<file path="src/rtl/hrcm_pkg.sv">
// ----------------------------------------------------------------------------
// hrcm_pkg
// Shared types, sizes and helpers for the Hamming ratio cross-check matcher.
// ----------------------------------------------------------------------------
package hrcm_pkg;

  localparam int unsigned MaxEntries = 64;
  localparam int unsigned IdxW       = 6;   // index into one descriptor set
  localparam int unsigned CntW       = 7;   // set fill count, 0..MaxEntries
  localparam int unsigned DistW      = 9;   // Hamming distance, 0..256
  localparam int unsigned DescW      = 256;
  localparam int unsigned RatioW     = 9;
  localparam int unsigned ChoiceW    = IdxW + 1;  // {ok, index}

  // transfer kinds on the input stream
  localparam logic [1:0] KindLoadA = 2'd0;
  localparam logic [1:0] KindLoadB = 2'd1;
  localparam logic [1:0] KindRun   = 2'd2;

  // search direction; reverse pass fills B->A choices, forward pass A->B
  localparam logic DirRev = 1'b0;
  localparam logic DirFwd = 1'b1;

  // config register byte addresses
  localparam logic [2:0] RegRatioAddr = 3'd0;

  typedef enum logic [4:0] {
    S_IDLE  = 5'b00001,
    S_RUN   = 5'b00010,
    S_DRAIN = 5'b00100,
    S_ERD   = 5'b01000,
    S_ELD   = 5'b10000
  } state_e;

  typedef struct packed {
    logic            dir;
    logic            first;
    logic            last;
    logic [IdxW-1:0] outer;
    logic [IdxW-1:0] inner;
  } pair_tag_t;

  // SWAR population count of one 64-bit word
  function automatic logic [6:0] popcount64(input logic [63:0] w);
    logic [63:0] v;
    logic [6:0]  s;
    v = w - ((w >> 1) & 64'h5555555555555555);
    v = (v & 64'h3333333333333333) + ((v >> 2) & 64'h3333333333333333);
    v = (v + (v >> 4)) & 64'h0F0F0F0F0F0F0F0F;
    s = 7'(v[7:0]) + 7'(v[15:8]) + 7'(v[23:16]) + 7'(v[31:24])
      + 7'(v[39:32]) + 7'(v[47:40]) + 7'(v[55:48]) + 7'(v[63:56]);
    return s;
  endfunction

endpackage

</file>
<file path="src/rtl/hrcm_popdist.sv">
// ----------------------------------------------------------------------------
// hrcm_popdist
// Hamming distance of two 256-bit descriptors: per-word counts registered,
// word sum combinational on the output.
// ----------------------------------------------------------------------------
module hrcm_popdist (
  input  logic                      clk_i,
  input  logic [hrcm_pkg::DescW-1:0] x_i,
  input  logic [hrcm_pkg::DescW-1:0] y_i,
  output logic [hrcm_pkg::DistW-1:0] dist_o
);
  import hrcm_pkg::*;

  logic [DescW-1:0] diff;
  logic [6:0]       pc_q [4];

  assign diff = x_i ^ y_i;

  always_ff @(posedge clk_i) begin
    for (int w = 0; w < 4; w++) begin
      pc_q[w] <= popcount64(diff[w*64 +: 64]);
    end
  end

  assign dist_o = DistW'(pc_q[0]) + DistW'(pc_q[1]) + DistW'(pc_q[2]) + DistW'(pc_q[3]);

endmodule

</file>
<file path="config.mk">
export PLATFORM = sky130hd
export DESIGN_NAME = hrcm_popdist
export DESIGN_NICKNAME = d
export VERILOG_FILES = /design/src/rtl/hrcm_pkg.sv /design/src/rtl/hrcm_popdist.sv
export SDC_FILE = /design/constraint.sdc
export NUM_CORES = 1
export LEC_CHECK = 0
export ABC_AREA = 0
export BUFFER_PORTS_ARGS = -buffer_cell sky130_fd_sc_hd__buf_2
export CAP_MARGIN = 20
export CORE_ASPECT_RATIO = 1.4
export CORE_MARGIN = 10
export CORE_UTILIZATION = 45
export CTS_CLUSTER_SIZE = 14
export DETAILED_ROUTE_END_ITERATION = 8
export HOLD_SLACK_MARGIN = 0.15
export PLACE_DENSITY = 0.67
export RECOVER_POWER = 25
export SLEW_MARGIN = 0
export SYNTH_ARGS = -nofsm -noshare
export SYNTH_HDL_FRONTEND = slang
export SYNTH_SLANG_ARGS = --single-unit
</file>
<file path="constraint.sdc">
create_clock -name clk_i -period 10.3 [get_ports clk_i]
set_clock_uncertainty 0.05 [all_clocks]
set_input_delay 1.545 -clock clk_i [delete_from_list [all_inputs] [get_ports clk_i]]
set_output_delay 1.545 -clock clk_i [all_outputs]
set_load 0.005 [all_outputs]
</file>
==> flow_metrics.py, run 1 <==
metrics = {
    "global_routing": {
        "grt_antenna_before_repair": 0,
        "grt.total_usage_pct": 20.2,
        "grt_max_degree": 17,
        "grt_pass1_vias": 24263,
        "grt_pass1_wl_um": 116000,
        "grt_overflow": 0,
    },
    "setup_path": {
        "endpoint_kind": "flip-flop",
        "required_ps": 10410,
        "critPathKind": "primary input to flip-flop",
        "critPathMaxFanout": 5,
        "worstSetupStartpointType": "primary input",
        "crit_arrival_ps": 9190,
    },
    "place": {
        "io_buffers": 521,
        "dp_hpwl_um": 65700,
        "globalplace.congestion": 0.958,
    },
    "timing": {
        "maxSlewViolCount": 0,
        "setup_violations": 0,
        "finalSetupTns_ps": 0,
        "fmax_mhz": 110,
        "fin_crit_sh_pct": 88.2,
        "rsz0062_at_grt": "no",
        "worst_pin_slew_ps": 1020,
        "hold_violations": 0,
        "maxSlewHeadroom_pct": 31.4,
        "min_period_ps": 9080,
    },
    "layout": {
        "syn_to_final_growth_pct": 14.1,
        "fin_nets": 4928,
        "largest_reg_flops": 28,
        "top_regs": "pc_q (28)",
        "antenna_cells": 0,
        "max_flop_register": "pc_q",
        "drive_gt1_share_pct": 15.5,
    },
    "synth": {
        "yosys.area.top_type": "ha_1",
        "syn-mean-instance-area_um2": 8.26,
        "synth.area.top_cells": "ha_1 (27%), fa_1 (15%), xor2_1 (9.7%)",
        "synth_top_cell_area_share_pct": 26.9,
        "synth_cell_types": 85,
        "async_reset_ff_share_pct": 0,
        "synth_most_common_cell": "ha_1",
        "synth_enable_flop_cells": 0,
        "yosys_most_used_dff": "dfxtp_1",
        "synth_nets": 4398,
        "synth_top_cells_by_count": "ha_1 (556), inv_1 (525), xor2_1 (287), xnor2_1 (254), fa_1 (193)",
        "syn_inst": 3136,
        "syn-cell-area_um2": 25900,
        "yosysWarnings": 0,
        "ys_seq_area_share_pct": 2.16,
        "synth_seq_cells": 28,
    },
    "worst_hold_path": {
        "min_to": "pc_q[3][0]$_DFF_P_",
        "min_path_type": "primary input to flip-flop",
        "whs_path_depth": 7,
        "hp-start": "x_i[254]",
    },
    "floorplanning": {
        "initial_core_util_pct": 45.2,
        "dieHeight_um": 304,
        "rows": 104,
        "coreArea_um2": 57300,
        "pin_count": 522,
        "fp.dieArea_um2": 67700,
        "die_x_um": 223,
    },
    "clock_network": {
        "ctsHoldBuffers": 0,
        "cts_max_path_buffers": 2,
        "ctsResizeCount": 0,
        "clock-sinks": 28,
        "cts_tree": "done",
        "cts_buffers": 3,
        "root_buffer": "clkbuf_16",
        "post_cts_buffers": 0,
        "cts-htree-levels": 1,
        "path_clk_slew_ps": 70,
    },
    "routing": {
        "ant_nets": 0,
        "wire_per_inst_um": 16.2,
        "drt_iter0_drc": 892,
        "via_per_inst": 5.20,
        "drc": 0,
        "drt_first_pass_iters": 7,
        "drt-total-wl_um": 71400,
        "num_vias": 22899,
    },
    "outcome": {
        "status": "finished clean",
    },
    "job": {
        "drv_cap": 0,
    },
}
-- per-stage QoR --
stage	hold slack [ps]	instance area [um2]	worst slack (ps)	util, %	cells
after floorplan	1970	25900	1940	-	3136
after global placement	2130	29500	1150	51.5	4403
after detailed placement	2140	29500	977	51.5	4403
after CTS	2420	29600	1240	51.7	4407
after global routing	2480	29600	845	51.6	4407
final	2390	29600	1220	51.6	4407
-- cell usage in the layout, fill, tap and decap left out, drive strengths merged, types with 67 or more instances in the layout --
master and n:
a21o 101, nand4 67, ha 556, nand2 180, xor2 288, a21oi 172, inv 527, xnor2 259
o21ai 149, buf 517, fa 193, nor2 93
-- cells by family after synthesis --
group / share of synthesized area (%)
adder cells (fa/ha/maj): 41.8
AO/OA/AOI/OAI: 18.0
AND/OR/NAND/NOR: 11.7
XOR/XNOR: 18.7
buffers and inverters: 7.67
flip-flops: 2.16
multiplexers: 0.0387
-- worst max-delay path by stage --
stage | start | endpoint | slack [ps] | cells past startpoint
floorplan | y_i[215] | pc_q[3][6]$_DFF_P_ | 1940 | 27
global placement | y_i[195] | pc_q[3][6]$_DFF_P_ | 1150 | 29
detailed placement | y_i[141] | pc_q[2][6]$_DFF_P_ | 980 | 27
CTS | y_i[141] | pc_q[2][6]$_DFF_P_ | 1240 | 27
global route | y_i[3] | pc_q[0][6]$_DFF_P_ | 840 | 30
finish | y_i[141] | pc_q[2][6]$_DFF_P_ | 1220 | 27
-- metal layers --
layer  track usage (%)  vias up  routed length (um)
li1                  -    11691                   -
met1              22.0    10559               28200
met2              40.0      560               38500
met3              2.29       89                3010
met4              5.07        0                1810
met5                 0        -                   0
-- layout make-up --
| type | count | area (um2) |
|---|---|---|
| Clock buffer | 3 | 75.1 |
| Clock inverter | 1 | 30.0 |
| Fill cell | 5708 | 27700 |
| Inverter | 528 | 1980 |
| Multi-Input combinational cell | 2579 | 23400 |
| Sequential cell | 28 | 561 |
| Tap cell | 742 | 928 |
| Timing Repair Buffer | 526 | 2630 |
-- critical path, stage by stage --
cell	delay [ps]
buf_2	100
xor2_1	360
inv_1	190
ha_1	270
and3b_1	160
o21ai_0	440
and4_1	310
nand3_1	90
o2111ai_1	470
a21boi_0	160
o21ai_0	320
a31oi_1	190
xnor2_1	170
ha_1	200
fa_1	490
fa_1	420
xor2_1	200
fa_1	450
fa_1	480
fa_1	550
inv_1	60
fa_1	540
inv_1	40
ha_1	210
fa_1	410
a21o_1	170
a21o_1	160
Power of run 1 is left out: the tool's default activity adds up to more than one toggle a clock period on the data nets, which glitch-free logic cannot reach.
==> inputs of run 2 (changes only) <==
Clock period 10.3 ns to 10.7 ns, I/O delays scaled along.
==> flow_metrics.py, run 2 (same netlist as run 1, synthesis figures left out) <==
metrics = {
    "routing": {
        "num_vias": 22909,
        "drt_iter0_drc": 948,
        "wire_per_inst_um": 16.2,
        "topRoutingLayerUsed": "met4",
        "drt-total-wl_um": 71500,
        "drt_first_pass_iters": 5,
        "ant_nets": 0,
        "wl_met1_um": 28500,
        "via_per_inst": 5.20,
        "wl_met2_um": 38700,
        "drc": 0,
        "met3_length_um": 2870,
    },
    "timing": {
        "fin_crit_sh_pct": 85.0,
        "setup_slack_ps": 1610,
        "min_period_ps": 9090,
        "hold_violations": 0,
        "worst_pin_slew_ps": 1090,
        "maxSlewViolCount": 0,
        "setup_violations": 0,
        "finalSetupTns_ps": 0,
        "rsz0062_at_grt": "no",
        "maxSlewHeadroom_pct": 26.8,
        "fmax_mhz": 110,
    },
    "layout": {
        "nFillCells": 5737,
        "antenna_cells": 0,
        "layout_commonest_cell": "ha_1",
        "top_regs": "pc_q (28)",
        "syn_to_final_growth_pct": 14.1,
        "drive_gt1_share_pct": 15.5,
        "layout_common_cells": "ha_1 (556), inv_1 (525), buf_2 (512), xor2_1 (287), xnor2_1 (254)",
        "max_flop_register": "pc_q",
        "fin_nets": 4927,
        "largest_reg_flops": 28,
        "final_area_um2": 29600,
    },
    "place": {
        "place_area_um2": 29500,
        "io_buffers": 521,
        "globalplace.congestion": 0.954,
        "pre_cts_ws_ps": 1360,
        "dp_hpwl_um": 65600,
    },
    "setup_path": {
        "worstSetupStartpointType": "primary input",
        "required_ps": 10810,
        "critPathMaxFanout": 5,
        "crit_arrival_ps": 9200,
        "endpoint_kind": "flip-flop",
        "critPathKind": "primary input to flip-flop",
    },
    "worst_hold_path": {
        "min_path_type": "primary input to flip-flop",
        "hp-start": "x_i[254]",
        "whs_path_depth": 7,
        "min_to": "pc_q[3][0]$_DFF_P_",
    },
    "outcome": {
        "status": "finished clean",
    },
    "floorplanning": {
        "initial_core_util_pct": 45.2,
        "dieHeight_um": 304,
        "die_x_um": 223,
        "pin_count": 522,
        "rows": 104,
        "fp.dieArea_um2": 67700,
        "coreArea_um2": 57300,
    },
    "global_routing": {
        "grt_max_degree": 17,
        "grt_antenna_before_repair": 0,
        "grt.total_usage_pct": 20.2,
        "grt_pass1_vias": 23971,
        "grt_overflow": 0,
        "grt_pass1_wl_um": 115000,
    },
    "clock_network": {
        "cts_buffers": 3,
        "root_buffer": "clkbuf_16",
        "cts_tree": "done",
        "path_clk_slew_ps": 70,
        "cts_max_path_buffers": 2,
        "cts-htree-levels": 1,
        "post_cts_buffers": 0,
        "ctsResizeCount": 0,
        "ctsHoldBuffers": 0,
        "clock-sinks": 28,
    },
    "job": {
        "drv_cap": 0,
    },
}
-- run 2: cell count changes in the layout (fill, tap and decap cells not counted), sizes merged --
cell / change
buf: -1
-- run 2: metrics by stage --
step	utilization (%)	std cells	hold slack, ps
floorplan	-	3136	2030
global placement	51.5	4402	2190
detailed placement	51.5	4402	2210
CTS	51.6	4406	2460
global route	51.6	4406	2510
finish	51.6	4406	2450
-- run 2: layout make-up --
| cell class | count | area [um2] | area share [%] |
|---|---|---|---|
| clock buffer | 3 | 75.1 | 0.254 |
| tap | 742 | 928 | 3.14 |
| multi-input combinational | 2579 | 23400 | 79.0 |
| sequential | 28 | 561 | 1.90 |
| clock inverter | 1 | 30.0 | 0.102 |
| inverter | 528 | 1980 | 6.71 |
| timing repair buffer | 525 | 2630 | 8.89 |
-- run 2: routing by layer --
metal | vias up | GRT usage [%]
met2 | 513 | 40.2
li1 | 11674 | -
met5 | - | 0
met3 | 72 | 2.37
met4 | 0 | 4.17
met1 | 10650 | 21.9
-- run 2: critical path, stage by stage --
cell and delay, ps:
buf_2 100, xor2_1 370, inv_1 200, ha_1 270, and3b_1 170, o21ai_0 380, and4_1 300, nand3_1 80
o2111ai_1 500, a21boi_0 160, o21ai_0 310, a31oi_1 200, xnor2_1 160, ha_1 200, fa_1 490, fa_1 430
xor2_1 180, fa_1 500, fa_1 450, fa_1 560, inv_1 60, fa_1 530, inv_1 40, ha_1 210
fa_1 400, a21o_1 170, a21o_1 160
-- run 2: worst max-delay path by stage --
stage,cells past startpoint,startpoint,slack [ps],to
2_1_floorplan,27,y_i[215],2280,pc_q[3][6]$_DFF_P_
3_3_place_gp,27,y_i[141],1430,pc_q[2][6]$_DFF_P_
3_5_place_dp,29,y_i[195],1360,pc_q[3][6]$_DFF_P_
4_1_cts,27,y_i[141],1620,pc_q[2][6]$_DFF_P_
5_1_grt,30,y_i[3],1150,pc_q[0][6]$_DFF_P_
6_report,27,y_i[141],1610,pc_q[2][6]$_DFF_P_
Power of run 2 is left out for the same reason.
